## src/sv/bchd_pkg.sv

```systemverilog
// shared types and constants of the button click-and-hold detector
// no dependencies; used by the top level and its port checker

package bchd_pkg;

  localparam int unsigned TICK_W  = 32;
  localparam int unsigned LEVEL_W = 8;
  localparam int unsigned COUNT_W = 8;
  localparam int unsigned CFG_IDX_W  = 2;
  localparam int unsigned CFG_DATA_W = 32;

  typedef logic [TICK_W-1:0]  tick_t;
  typedef logic [LEVEL_W-1:0] level_t;
  typedef logic [COUNT_W-1:0] count_t;

  // configuration register indexes
  typedef enum logic [CFG_IDX_W-1:0] {
    REG_DEBOUNCE_LEVEL = 2'd0,
    REG_CLICK_WINDOW   = 2'd1,
    REG_LONG_HOLD      = 2'd2
  } cfg_reg_t;

  // register reset values
  localparam level_t RST_DEBOUNCE_LEVEL = level_t'(3);
  localparam tick_t  RST_CLICK_WINDOW   = tick_t'(8000000);
  localparam tick_t  RST_LONG_HOLD      = tick_t'(80000000);

  // click count codes
  localparam count_t CLICK_MARK_LONG = count_t'(8'hFF);
  localparam count_t CLICK_SAT       = count_t'(254);
  localparam level_t DEBOUNCE_FLOOR  = level_t'(1);

endpackage

```

## src/sv/button_click_and_hold_detector.sv

```systemverilog
// button click-and-hold detector: debounce, multi-click count and long press
// depends on bchd_pkg

// Each input word is one poll of the button (level and free-running tick
// time) and produces exactly one result word. A poll is captured in an input
// register, evaluated by a single pass of short logic against the gesture
// state, and the result is captured in an output register while the state
// updates in the same cycle, so a new poll is accepted every clock unless
// out_ready stalls: the result is registered behind the input register,
// and the sustained rate is one poll per cycle without stalls. The longest
// path is the one 32-bit elapsed-time subtract and its two compares against
// the click window and the hold time. The input register frees up whenever
// its poll moves on, so one poll is taken while a finished result still
// waits on out_ready. The configuration port is always ready; registers are
// meant to be written only while the block is idle. Time differences are
// taken modulo 2^32, so the tick counter may wrap.

module button_click_and_hold_detector (
  input  logic                                clk,
  input  logic                                rst,
  // configuration write channel
  input  logic                                cfg_valid,
  output logic                                cfg_ready,
  input  logic [bchd_pkg::CFG_IDX_W-1:0]      cfg_index,
  input  logic [bchd_pkg::CFG_DATA_W-1:0]     cfg_data,
  // poll input channel
  input  logic                                in_valid,
  output logic                                in_ready,
  input  logic                                button_down,
  input  logic [bchd_pkg::TICK_W-1:0]         now_ticks,
  // result channel
  output logic                                out_valid,
  input  logic                                out_ready,
  output logic                                press_accepted,
  output logic                                first_press,
  output logic                                long_press,
  output logic                                gesture_done,
  output logic [bchd_pkg::COUNT_W-1:0]        click_count,
  output logic                                busy_res
);

  // configuration registers
  bchd_pkg::level_t debounce_level;
  bchd_pkg::tick_t  click_window_ticks;
  bchd_pkg::tick_t  long_hold_ticks;

  // gesture state
  bchd_pkg::level_t debounce_count;
  bchd_pkg::count_t clicks;
  logic             is_pressed;
  logic             is_released;
  logic             is_holding;
  bchd_pkg::tick_t  press_stamp;

  // input register
  logic             in_full;
  logic             in_down;
  bchd_pkg::tick_t  in_now;

  // next values
  bchd_pkg::level_t debounce_count_next;
  bchd_pkg::count_t clicks_next;
  logic             is_pressed_next;
  logic             is_released_next;
  logic             is_holding_next;
  bchd_pkg::tick_t  press_stamp_next;

  logic             accepted;
  logic             first;
  logic             long_hit;
  logic             done;
  bchd_pkg::count_t report;
  logic             busy;

  bchd_pkg::tick_t  elapsed;
  logic             past_window;
  logic             past_hold;
  bchd_pkg::level_t count_up;
  bchd_pkg::level_t count_dn;
  bchd_pkg::count_t clicks_mid;
  logic             advance;

  // the poll moves on when the result register is empty or being drained
  assign advance   = in_full && (!out_valid || out_ready);
  assign in_ready  = !in_full || advance;
  assign cfg_ready = 1'b1;

  // one subtract serves both windows
  assign elapsed     = in_now - press_stamp;
  assign past_window = elapsed > click_window_ticks;
  assign past_hold   = elapsed > long_hold_ticks;
  assign count_up    = debounce_count + bchd_pkg::level_t'(1);
  assign count_dn    = debounce_count - bchd_pkg::level_t'(1);

  always_comb begin
    debounce_count_next = debounce_count;
    clicks_mid          = clicks;
    is_pressed_next     = is_pressed;
    is_released_next    = is_released;
    is_holding_next     = is_holding;
    press_stamp_next    = press_stamp;
    accepted            = 1'b0;
    first               = 1'b0;
    long_hit            = 1'b0;
    done                = 1'b0;
    report              = '0;

    if (in_down) begin
      // hold tracking: arm on the first poll past the window, fire later
      if (is_pressed && (clicks != bchd_pkg::CLICK_MARK_LONG) && past_window) begin
        if (!is_holding) begin
          is_holding_next = 1'b1;
        end else if (past_hold) begin
          clicks_mid = bchd_pkg::CLICK_MARK_LONG;
          long_hit   = 1'b1;
        end
      end
      // debounce up toward the level, counter wraps as an 8-bit value
      if (debounce_count != debounce_level) begin
        debounce_count_next = count_up;
        if (count_up == debounce_level) begin
          accepted = 1'b1;
          if (clicks_mid == '0) begin
            clicks_mid      = bchd_pkg::count_t'(1);
            is_pressed_next = 1'b1;
            first           = 1'b1;
          end else if (is_pressed && !past_window) begin
            if (clicks_mid < bchd_pkg::CLICK_SAT) begin
              clicks_mid = clicks_mid + bchd_pkg::count_t'(1);
            end
          end
          press_stamp_next = in_now;
        end
      end
    end else if (debounce_count != bchd_pkg::DEBOUNCE_FLOOR) begin
      debounce_count_next = count_dn;
      if ((count_dn == bchd_pkg::DEBOUNCE_FLOOR) && is_pressed) begin
        is_released_next = 1'b1;
      end
    end

    clicks_next = clicks_mid;

    // gesture end: a fresh stamp this poll means no time has elapsed
    if (is_released_next && is_pressed_next && !accepted && past_window) begin
      done             = 1'b1;
      report           = clicks_mid;
      clicks_next      = '0;
      is_pressed_next  = 1'b0;
      is_released_next = 1'b0;
      is_holding_next  = 1'b0;
    end

    busy = ((debounce_count_next != bchd_pkg::DEBOUNCE_FLOOR) &&
            (debounce_count_next != debounce_level)) ||
           (clicks_next != '0) || is_pressed_next;
  end

  // control state, configuration and gesture state
  always_ff @(posedge clk) begin
    if (rst) begin
      in_full            <= 1'b0;
      out_valid          <= 1'b0;
      debounce_level     <= bchd_pkg::RST_DEBOUNCE_LEVEL;
      click_window_ticks <= bchd_pkg::RST_CLICK_WINDOW;
      long_hold_ticks    <= bchd_pkg::RST_LONG_HOLD;
      debounce_count     <= bchd_pkg::DEBOUNCE_FLOOR;
      clicks             <= '0;
      is_pressed         <= 1'b0;
      is_released        <= 1'b0;
      is_holding         <= 1'b0;
      press_stamp        <= '0;
    end else begin
      if (cfg_valid && cfg_ready) begin
        case (cfg_index)
          bchd_pkg::REG_DEBOUNCE_LEVEL: debounce_level <= cfg_data[bchd_pkg::LEVEL_W-1:0];
          bchd_pkg::REG_CLICK_WINDOW:   click_window_ticks <= cfg_data;
          bchd_pkg::REG_LONG_HOLD:      long_hold_ticks <= cfg_data;
          default: ;
        endcase
      end

      if (in_valid && in_ready) begin
        in_full <= 1'b1;
      end else if (advance) begin
        in_full <= 1'b0;
      end

      if (advance) begin
        out_valid <= 1'b1;
      end else if (out_ready) begin
        out_valid <= 1'b0;
      end

      if (advance) begin
        debounce_count <= debounce_count_next;
        clicks         <= clicks_next;
        is_pressed     <= is_pressed_next;
        is_released    <= is_released_next;
        is_holding     <= is_holding_next;
        press_stamp    <= press_stamp_next;
      end
    end
  end

  // payload registers
  always_ff @(posedge clk) begin
    if (in_valid && in_ready) begin
      in_down <= button_down;
      in_now  <= now_ticks;
    end
    if (advance) begin
      press_accepted <= accepted;
      first_press    <= first;
      long_press     <= long_hit;
      gesture_done   <= done;
      click_count    <= report;
      busy_res       <= busy;
    end
  end

endmodule

```

## config.mk

```make
export PLATFORM = sky130hd
export DESIGN_NAME = button_click_and_hold_detector
export DESIGN_NICKNAME = d
export VERILOG_FILES = /design/src/sv/bchd_pkg.sv /design/src/sv/button_click_and_hold_detector.sv
export SDC_FILE = /design/constraint.sdc
export NUM_CORES = 1
export LEC_CHECK = 0
export BUFFER_PORTS_ARGS = -buffer_cell sky130_fd_sc_hd__buf_2
export CORE_MARGIN = 1.5
export CORE_UTILIZATION = 42
export CTS_CLUSTER_SIZE = 40
export DETAILED_ROUTE_END_ITERATION = 8
export SYNTH_ARGS = -nofsm -noshare
export SYNTH_HDL_FRONTEND = slang
export SYNTH_SLANG_ARGS = --single-unit
```

## constraint.sdc

```tcl
create_clock -name clk -period 12.7 [get_ports clk]
set_input_delay 1.27 -clock clk [delete_from_list [all_inputs] [get_ports clk]]
set_output_delay 1.27 -clock clk [all_outputs]
set_load 0.02 [all_outputs]
```

# Word level (Yosys, flattened, before mapping)
# Index checks and enable logic that the tools add are counted.
[totals]
output_inout_bits = 16
latch_bits = 0
elab_cells = 103
register_bits = 171
rom_bits = 0
memories = 0
inputBits = 72
ramBits = 0
[op_classes]
div = 0
n_eq_ne = 9
mux = 36
shift = 0
addsub = 4
bitwise = 0
reduce_logical = 32
mul = 0
order_cmp = 3
[op_table]
columns = ["cell", "count"]
rows = [
  ["2-to-1 mux 8 bit", 14],
  ["greater-than comparator 32 bit", 2],
  ["subtractor 32 bit", 1],
  ["2-to-1 mux 1 bit", 22],
  ["adder 8 x 1 -> 8 bit (second input constant)", 2],
  ["!= test 8 x 1 -> 1 bit (second input constant)", 2],
  ["!= test 8 bit", 2],
  ["logical AND 1 bit", 10],
  ["AND reduction 3 bit", 3],
  ["== test 8 x 1 -> 1 bit (second input constant)", 1],
  ["== test 8 bit", 1],
  ["zero test 8 bit", 1],
  ["< comparator 8 bit (second input constant)", 1],
  ["!= test 8 bit (second input constant)", 1],
  ["nonzero test 2 bit", 4],
  ["nonzero test 8 bit", 1],
  ["subtractor 8 x 1 -> 8 bit (second input constant)", 1],
  ["AND reduction 2 bit", 3],
  ["zero test 1 bit", 4],
  ["logical OR 1 bit", 4],
  ["AND reduction 4 bit", 1],
  ["== test 2 x 1 -> 1 bit (second input constant)", 1],
  ["== test 2 bit (second input constant)", 1],
  ["zero test 2 bit", 1],
]

# Longest topological paths before layout
# Gate-level depths: netlist of the first run.
[logic_depth]
word_depth = 18
depth_mapped = 32

# Worst setup path before layout of the first run
# OpenSTA, ideal clock, no wires.
[synth_timing]
kind = "register to register"
from = "register in_now[0]"
to = "register busy_res, data pin"
setup_time_ns = 0.275
path_stages_with_launch = 33
slack_ns = 5.542
n_path_buf = 0
arrival_time_ns = 6.884
cell_sequence = "edfxtp_1 inv_1 ha_1 inv_1 fa_1 a211o_1 o211ai_1 o221ai_1 o21ai_0 a221o_1 o31ai_1 a41oi_1 a21oi_1 or4_1 nand3_1 ha_1 nand4_2 or4_1 or4_1 o21ai_2 a21bo_2 nor2_2 or2_2 inv_1 ha_1 or4b_2 nor4_1 and2_1 o21ai_0 a211o_1 nand4bb_1 nor4_1 o221ai_1"
[synth_via]
elab_chain_len = 18
word_cells_on_any_way = 31
cone_classes = "add/sub: 2; order compare: 3; mux: 16; reduce/logical: 10"
[synth_rtl]
columns = ["element", "line", "source"]
rows = [
  ["from (decl)", "button_click_and_hold_detector.sv:58", "bchd_pkg::tick_t in_now;"],
  ["from (signal assigned)", "button_click_and_hold_detector.sv:210", "in_now <= now_ticks;"],
  ["subtractor 32 bit *", "button_click_and_hold_detector.sv:89", "assign elapsed = in_now - press_stamp;"],
  ["branches (longest 16 deep; another with greater-than comparator 32 bit)", "n/a", ""],
  ["logical OR 1 bit *", "button_click_and_hold_detector.sv:156", "(clicks_next != '0) || is_pressed_next;"],
  ["via busy", "button_click_and_hold_detector.sv:73", "logic busy;"],
  ["to (signal assigned)", "button_click_and_hold_detector.sv:218", "busy_res <= busy;"],
  ["to (decl)", "button_click_and_hold_detector.sv:39", "output logic busy_res"],
]
# Mark *: on every way through the listed nets, which the timed path passes. The select of a mux whose other input is x is not followed.
# A chain may end at the register's enable or synchronous reset.

# Final worst setup path of the first run
# Ends and elaborated chain as after synthesis.

==> results.tsv, run 1 <==
metric	value	unit
fraction of layout cells with a size suffix above 1	0.113	
ys flop type	dfxtp_1	
GR met2 Demand/Resource	0.338	
Final Hold Violating Endpoints	0	
register area	3880	um^2
met3 Resource Use GR	0.0340	
Syn Nets	1382	
post-synthesis cell count	1208	
first-pass GRT wire length	41300	um
CP required	12860	ps
largest net degree at the start of global routing	85	
gr busiest metal	met2	
Final Util	0.480	
GRT Residual Overflow	0	
cell row count	57	
Root Driver	clkbuf_16	
Critical Path Max Stage Delay	630	ps
post_cts resized	0	
post-DR vias/cell	5.31	
Cell Area, Synth	10300	um^2
post-synth cell types	70	
Placed Area	11000	um^2
DRC viols	0	
Synth top area share	0.243	
DRT iter0 DRCs	589	
filler cell count	2349	
die area	25500	um^2
CTS Hold Bufs	0	
FF-to-FF path depth	32	
routed wire length per instance	15.7	um
CP Launch Type	flop	
Initial Utilization	0.426	
Total Wirelength	25200	um
Worst-path clk slew	70	ps
Final Max Tran Viols	0	
worst-margin pin slew	1080	ps
top cells by area, synth	dfxtp_1, edfxtp_1, ha_1, nand2_1, a21oi_1	
skew final	21.4	ps
Setup TNS Final	0	ps
vias	8512	
Placer Congestion	0.867	
Leak	0.00455	uW
Max-slew headroom	0.279	
R2R Path Start	in_now[0]	
Die W	160	um
design area	11600	um^2
post-route ant nets	0	
initial antenna violation count	0	
clock sink total	171	
EDFF count, synth	46	
Crit Path Class	reg2reg	
Yosys Warn Count	0	
CTS buffer count	17	
grt met1 use	0.267	
P_int	973	uW
Fmax achieved	120	MHz
most common cell in the netlist	nand2_1	
clock group share of total power	0.391	
Synth Area per Inst	8.54	um^2
Crit. Startpoint	in_now[0]	
worst min-delay path startpoint	click_window_ticks[10]	
post-layout min period	8340	ps
Post-synth top cells	nand2_1, dfxtp_1, a21oi_1, inv_1, ha_1	
PwrDens	119	nW/um^2
diode count	0	
Skew-Pair Late Insertion Delay	450	ps
Sw Pwr	408	uW
CTS H-Tree Depth	4	
Setup Viol. Count Final	0	
Port Buffer Count	86	
hold path depth	2	
number of I/O pins	88	
area of the core	24200	um^2
sequential share of power	0.430	
Syn-to-layout area delta	12.5	%
max-cap violations	0	
vias in the first global route	8105	
drt pass-1 iters	5	
Die Y	160	um
sw frac	0.296	
gr usage total	0.202	
Gate power share	0.179	
nets@finish	1440	
async set or reset register ratio after synthesis	0	
area of the multi-input gates	5770	um^2
HP Class	reg2reg	
Yosys top cell by area	dfxtp_1	
unrepaired setup endpoints after global routing	no	
post-synthesis register bit count	171	
Max rail drop VDD	66.9	uV
CTS max path bufs	2	
fin crit share	0.657	
Crit path arrival time	8500	ps
CTS tree	done	
outcome	completed	
sequential element share of the synthesized area	0.377	
Crit-path slowest cell	o31ai_1	
setup repair bufs after CTS	0	
Crit Path Max Fanout	9	
hpwl dp	18100	um
Critical Path End Type	flop	
routing by layer:
layer / wire length [um] / vias to the layer above
li1: - / 4314
met1: 12000 / 3990
met4: 367 / 0
met5: 0 / -
met2: 11800 / 180
met3: 977 / 28
per-stage QoR:
stage                     cells  total power (uW)  hold WS (ps)  worst slack (ps)
after floorplan            1208               782           436              5540
after global placement     1571               849           443              4710
after detailed placement   1571               851           447              4430
after CTS                  1603              1400           457              4390
after global routing       1603              1450           474              3950
final                      1603              1380           457              4360
flip-flops by register name (all words and copies together), names as in the netlist, 8 cells and up:
register / cells
long_hold_ticks: 32
clicks: 8
in_now: 32
debounce_count: 8
click_window_ticks: 32
click_count: 8
debounce_level: 8
press_stamp: 32
layout by cell type, fill, tap and decap left out, types with 5 or more instances in the layout:
cell type and count:
nand2_1 164, dfxtp_1 125, a21oi_1 115, inv_1 114, ha_1 101, nor2_1 95
buf_2 85, edfxtp_1 46, mux2i_1 39, xnor2_1 38, o21ai_0 33, nand3_1 23
nand4_1 20, clkbuf_16 20, xor2_1 18, a211o_1 13, a21o_1 13, nor3_1 13
a22oi_1 12, nor2b_1 11, a211oi_1 11, nand2b_1 10, and2_1 10, o21a_1 9
and3_1 9, nand3b_1 9, buf_4 9, nor4_1 8, or2_2 5, o211ai_1 5
or4_1 5, o2111ai_1 5, o21bai_1 5, a41oi_1 5, inv_6 5
path summary, 6_finish.rpt:
kind	slack, ps	to
worst min register to register	460	click_window_ticks[10]
worst max register to register	4360	busy_res
worst max-delay path	4360	busy_res
worst min-delay path	460	click_window_ticks[10]
power by group through the flow:
| stage | Combinational [uW] | Sequential [uW] | Clock, uW |
|---|---|---|---|
| 6_report | 247 | 594 | 541 |
| 5_1_grt | 280 | 597 | 575 |
| 4_1_cts | 247 | 594 | 556 |
| 3_5_place_dp | 245 | 607 | 0 |
| 3_3_place_gp | 243 | 606 | 0 |
| 2_1_floorplan | 179 | 602 | 0 |
critical path, delay by kind of cell (launching register included):
family | cells | cell delay [ps]
fa+ha+maj | 4 | 900
buf+inv | 3 | 170
flops | 1 | 340
simple gates | 12 | 3420
compound gates | 13 | 3210
area by class of cell:
cell class,instances,area share
multi-input combinational,867,0.498
sequential,171,0.335
clock buffer,20,0.0431
timing repair buffer,94,0.0425
inverter,115,0.0372
tap,324,0.0349
clock inverter,12,0.00992
cell families (layout without fill, tap and decap cells):
logic type,count (synthesis),after routing,synth area share
buffers and inverters,170,241,0.0647
DFF,171,171,0.377
AOI/OAI and AO/OA,263,263,0.163
xor gates and xnor gates,57,57,0.0491
other,1,1,0.000364
adders and majority gates,102,102,0.124
and+or+nand+nor,405,405,0.184
muxes,39,39,0.0379
Note: power is estimated with default switching activity, not from simulation.
==> run 2: changes to the inputs <==
==> constraint.sdc (replaced) <==
create_clock -name clk -period 8.48 [get_ports clk]
set_input_delay 0.848 -clock clk [delete_from_list [all_inputs] [get_ports clk]]
set_output_delay 0.848 -clock clk [all_outputs]
set_load 0.02 [all_outputs]
==> run 2 against run 1 <==
Power grew 50%. Register-to-register slack worse by 3900 ps. Clock power up 50%. Cell area increased by 0.24%. Via count is 1.0% lower. Critical path type unchanged. Critical path depth increased by 1. Utilization increased by 0.11 points. Non-clock buffer count grew 2. Clock skew decreased by 8.7 ps. First-iteration DRC count decreased by 4.2%. Global-route usage down 0.096 points.
==> results.tsv, run 2 (same netlist as run 1, synthesis figures left out) <==
metric	value	unit	change
outcome	completed		
CP Launch Type	flop		
Placer Congestion	0.883		+1.9%
Leak	0.00456	uW	+0.24%
post-layout min period	8020	ps	-325 ps
Die W	160	um	unchanged
worst-margin pin slew	938	ps	-143 ps
CTS H-Tree Depth	4		unchanged
CP required	8650	ps	-4210 ps
Setup Viol. Count Final	0		unchanged
HP Class	reg2reg		
Fmax achieved	125	MHz	+4.1%
die area	25500	um^2	unchanged
post-DR vias/cell	5.25		-1.1%
first-pass GRT wire length	41400	um	+0.17%
Port Buffer Count	86		unchanged
area of the core	24200	um^2	unchanged
filler cell count	2378		+1.2%
cell row count	57		unchanged
drt pass-1 iters	5		unchanged
number of I/O pins	88		unchanged
Final Max Tran Viols	0		unchanged
vias in the first global route	8091		-0.17%
GRT Residual Overflow	0		unchanged
Syn-to-layout area delta	12.8	%	
DRT iter0 DRCs	564		-4.2%
Crit-path slowest cell	or4b_2		
clock sink total	171		unchanged
Max-slew headroom	0.375		+0.0960
Worst-path clk slew	70	ps	about the same
fraction of layout cells with a size suffix above 1	0.116		+0.00295
Critical Path Max Stage Delay	610	ps	-20 ps
leading cell type in the layout, fill and taps excluded	nand2_1		
Skew-Pair Late Insertion Delay	440	ps	about the same
Max rail drop VDD	97.2	uV	+45%
CTS max path bufs	2		unchanged
post_cts resized	0		unchanged
Crit Path Max Fanout	9		unchanged
largest net degree at the start of global routing	85		unchanged
area of the multi-input gates	5780	um^2	+0.20%
gr usage total	0.201		-0.000963
fin crit share	0.946		+0.289
setup repair bufs after CTS	0		unchanged
routed wire length per instance	15.6	um	-0.91%
initial antenna violation count	0		unchanged
CTS tree	done		
hpwl dp	18100	um	-0.18%
CTS buffer count	17		unchanged
Final Hold Violating Endpoints	0		unchanged
Total Wirelength	25000	um	-0.79%
Setup TNS Final	0	ps	unchanged
dpl cells	1573		+0.13%
skew final	12.6	ps	-8.73 ps
max-cap violations	0		unchanged
register area	3880	um^2	unchanged
PwrDens	178	nW/um^2	+50%
Critical Path End Type	flop		
Crit Path Class	reg2reg		
Root Driver	clkbuf_16		
vias	8427		-1.0%
post-route ant nets	0		unchanged
most frequent cells in the layout	nand2_1, dfxtp_1, a21oi_1, inv_1, ha_1		
DRC viols	0		unchanged
diode count	0		unchanged
Initial Utilization	0.426		unchanged
CTS Hold Bufs	0		unchanged
Crit path arrival time	8180	ps	-320 ps
nets@finish	1442		+0.14%
Die Y	160	um	unchanged
Final Non-Filler Cells	1605		+0.12%
==> run 2: critical path: cells and delay by family, from the launching register on <==
kind                     cells  cell delay, ps
AO/OA/AOI/OAI               13            2480
adder cells (fa/ha/maj)      4             880
buffers and inverters        4             360
flip-flops                   1             380
AND/OR/NAND/NOR             12            3650
==> run 2: final timing paths <==
check	startpoint	to	slack [ps]	cells after the start
worst max-delay path	in_now[0]	busy_res	460	33
worst min-delay path	long_hold_ticks[16]	long_hold_ticks[16]	460	2
worst min register to register	long_hold_ticks[16]	long_hold_ticks[16]	460	2
worst max register to register	in_now[0]	busy_res	460	33
==> run 2: per-stage QoR <==
stage	instance area [um^2]	setup slack, ps	utilization	hold WS (ps)	total power [uW]
floorplan	10300	1320	-	436	1170
global placement	11000	486	0.455	443	1270
detailed placement	11000	268	0.455	446	1280
CTS	11600	238	0.481	458	2090
global route	11600	-6.66	0.481	476	2170
finish	11600	462	0.481	456	2070
==> run 2: metal layers <==
layer,track usage,part of all wire
met1,0.276,0.49
met2,0.329,0.46
met3,0.0309,0.040
met4,0.0545,0.013
met5,0,0
==> run 2: area by class of cell <==
| type | count | area share |
|---|---|---|
| clock buffers | 20 | 0.0430 |
| clock inverters | 12 | 0.0100 |
| inverters | 115 | 0.0371 |
| multi-input cells | 867 | 0.497 |
| flip-flops and latches | 171 | 0.334 |
| well taps | 324 | 0.0349 |
| repair buffers | 96 | 0.0437 |
==> run 2: where the power goes <==
group          total (uW)  internal [uW]  switching (uW)
Clock                 812            441             370
Sequential            890            868            21.7
Combinational         370            150             220
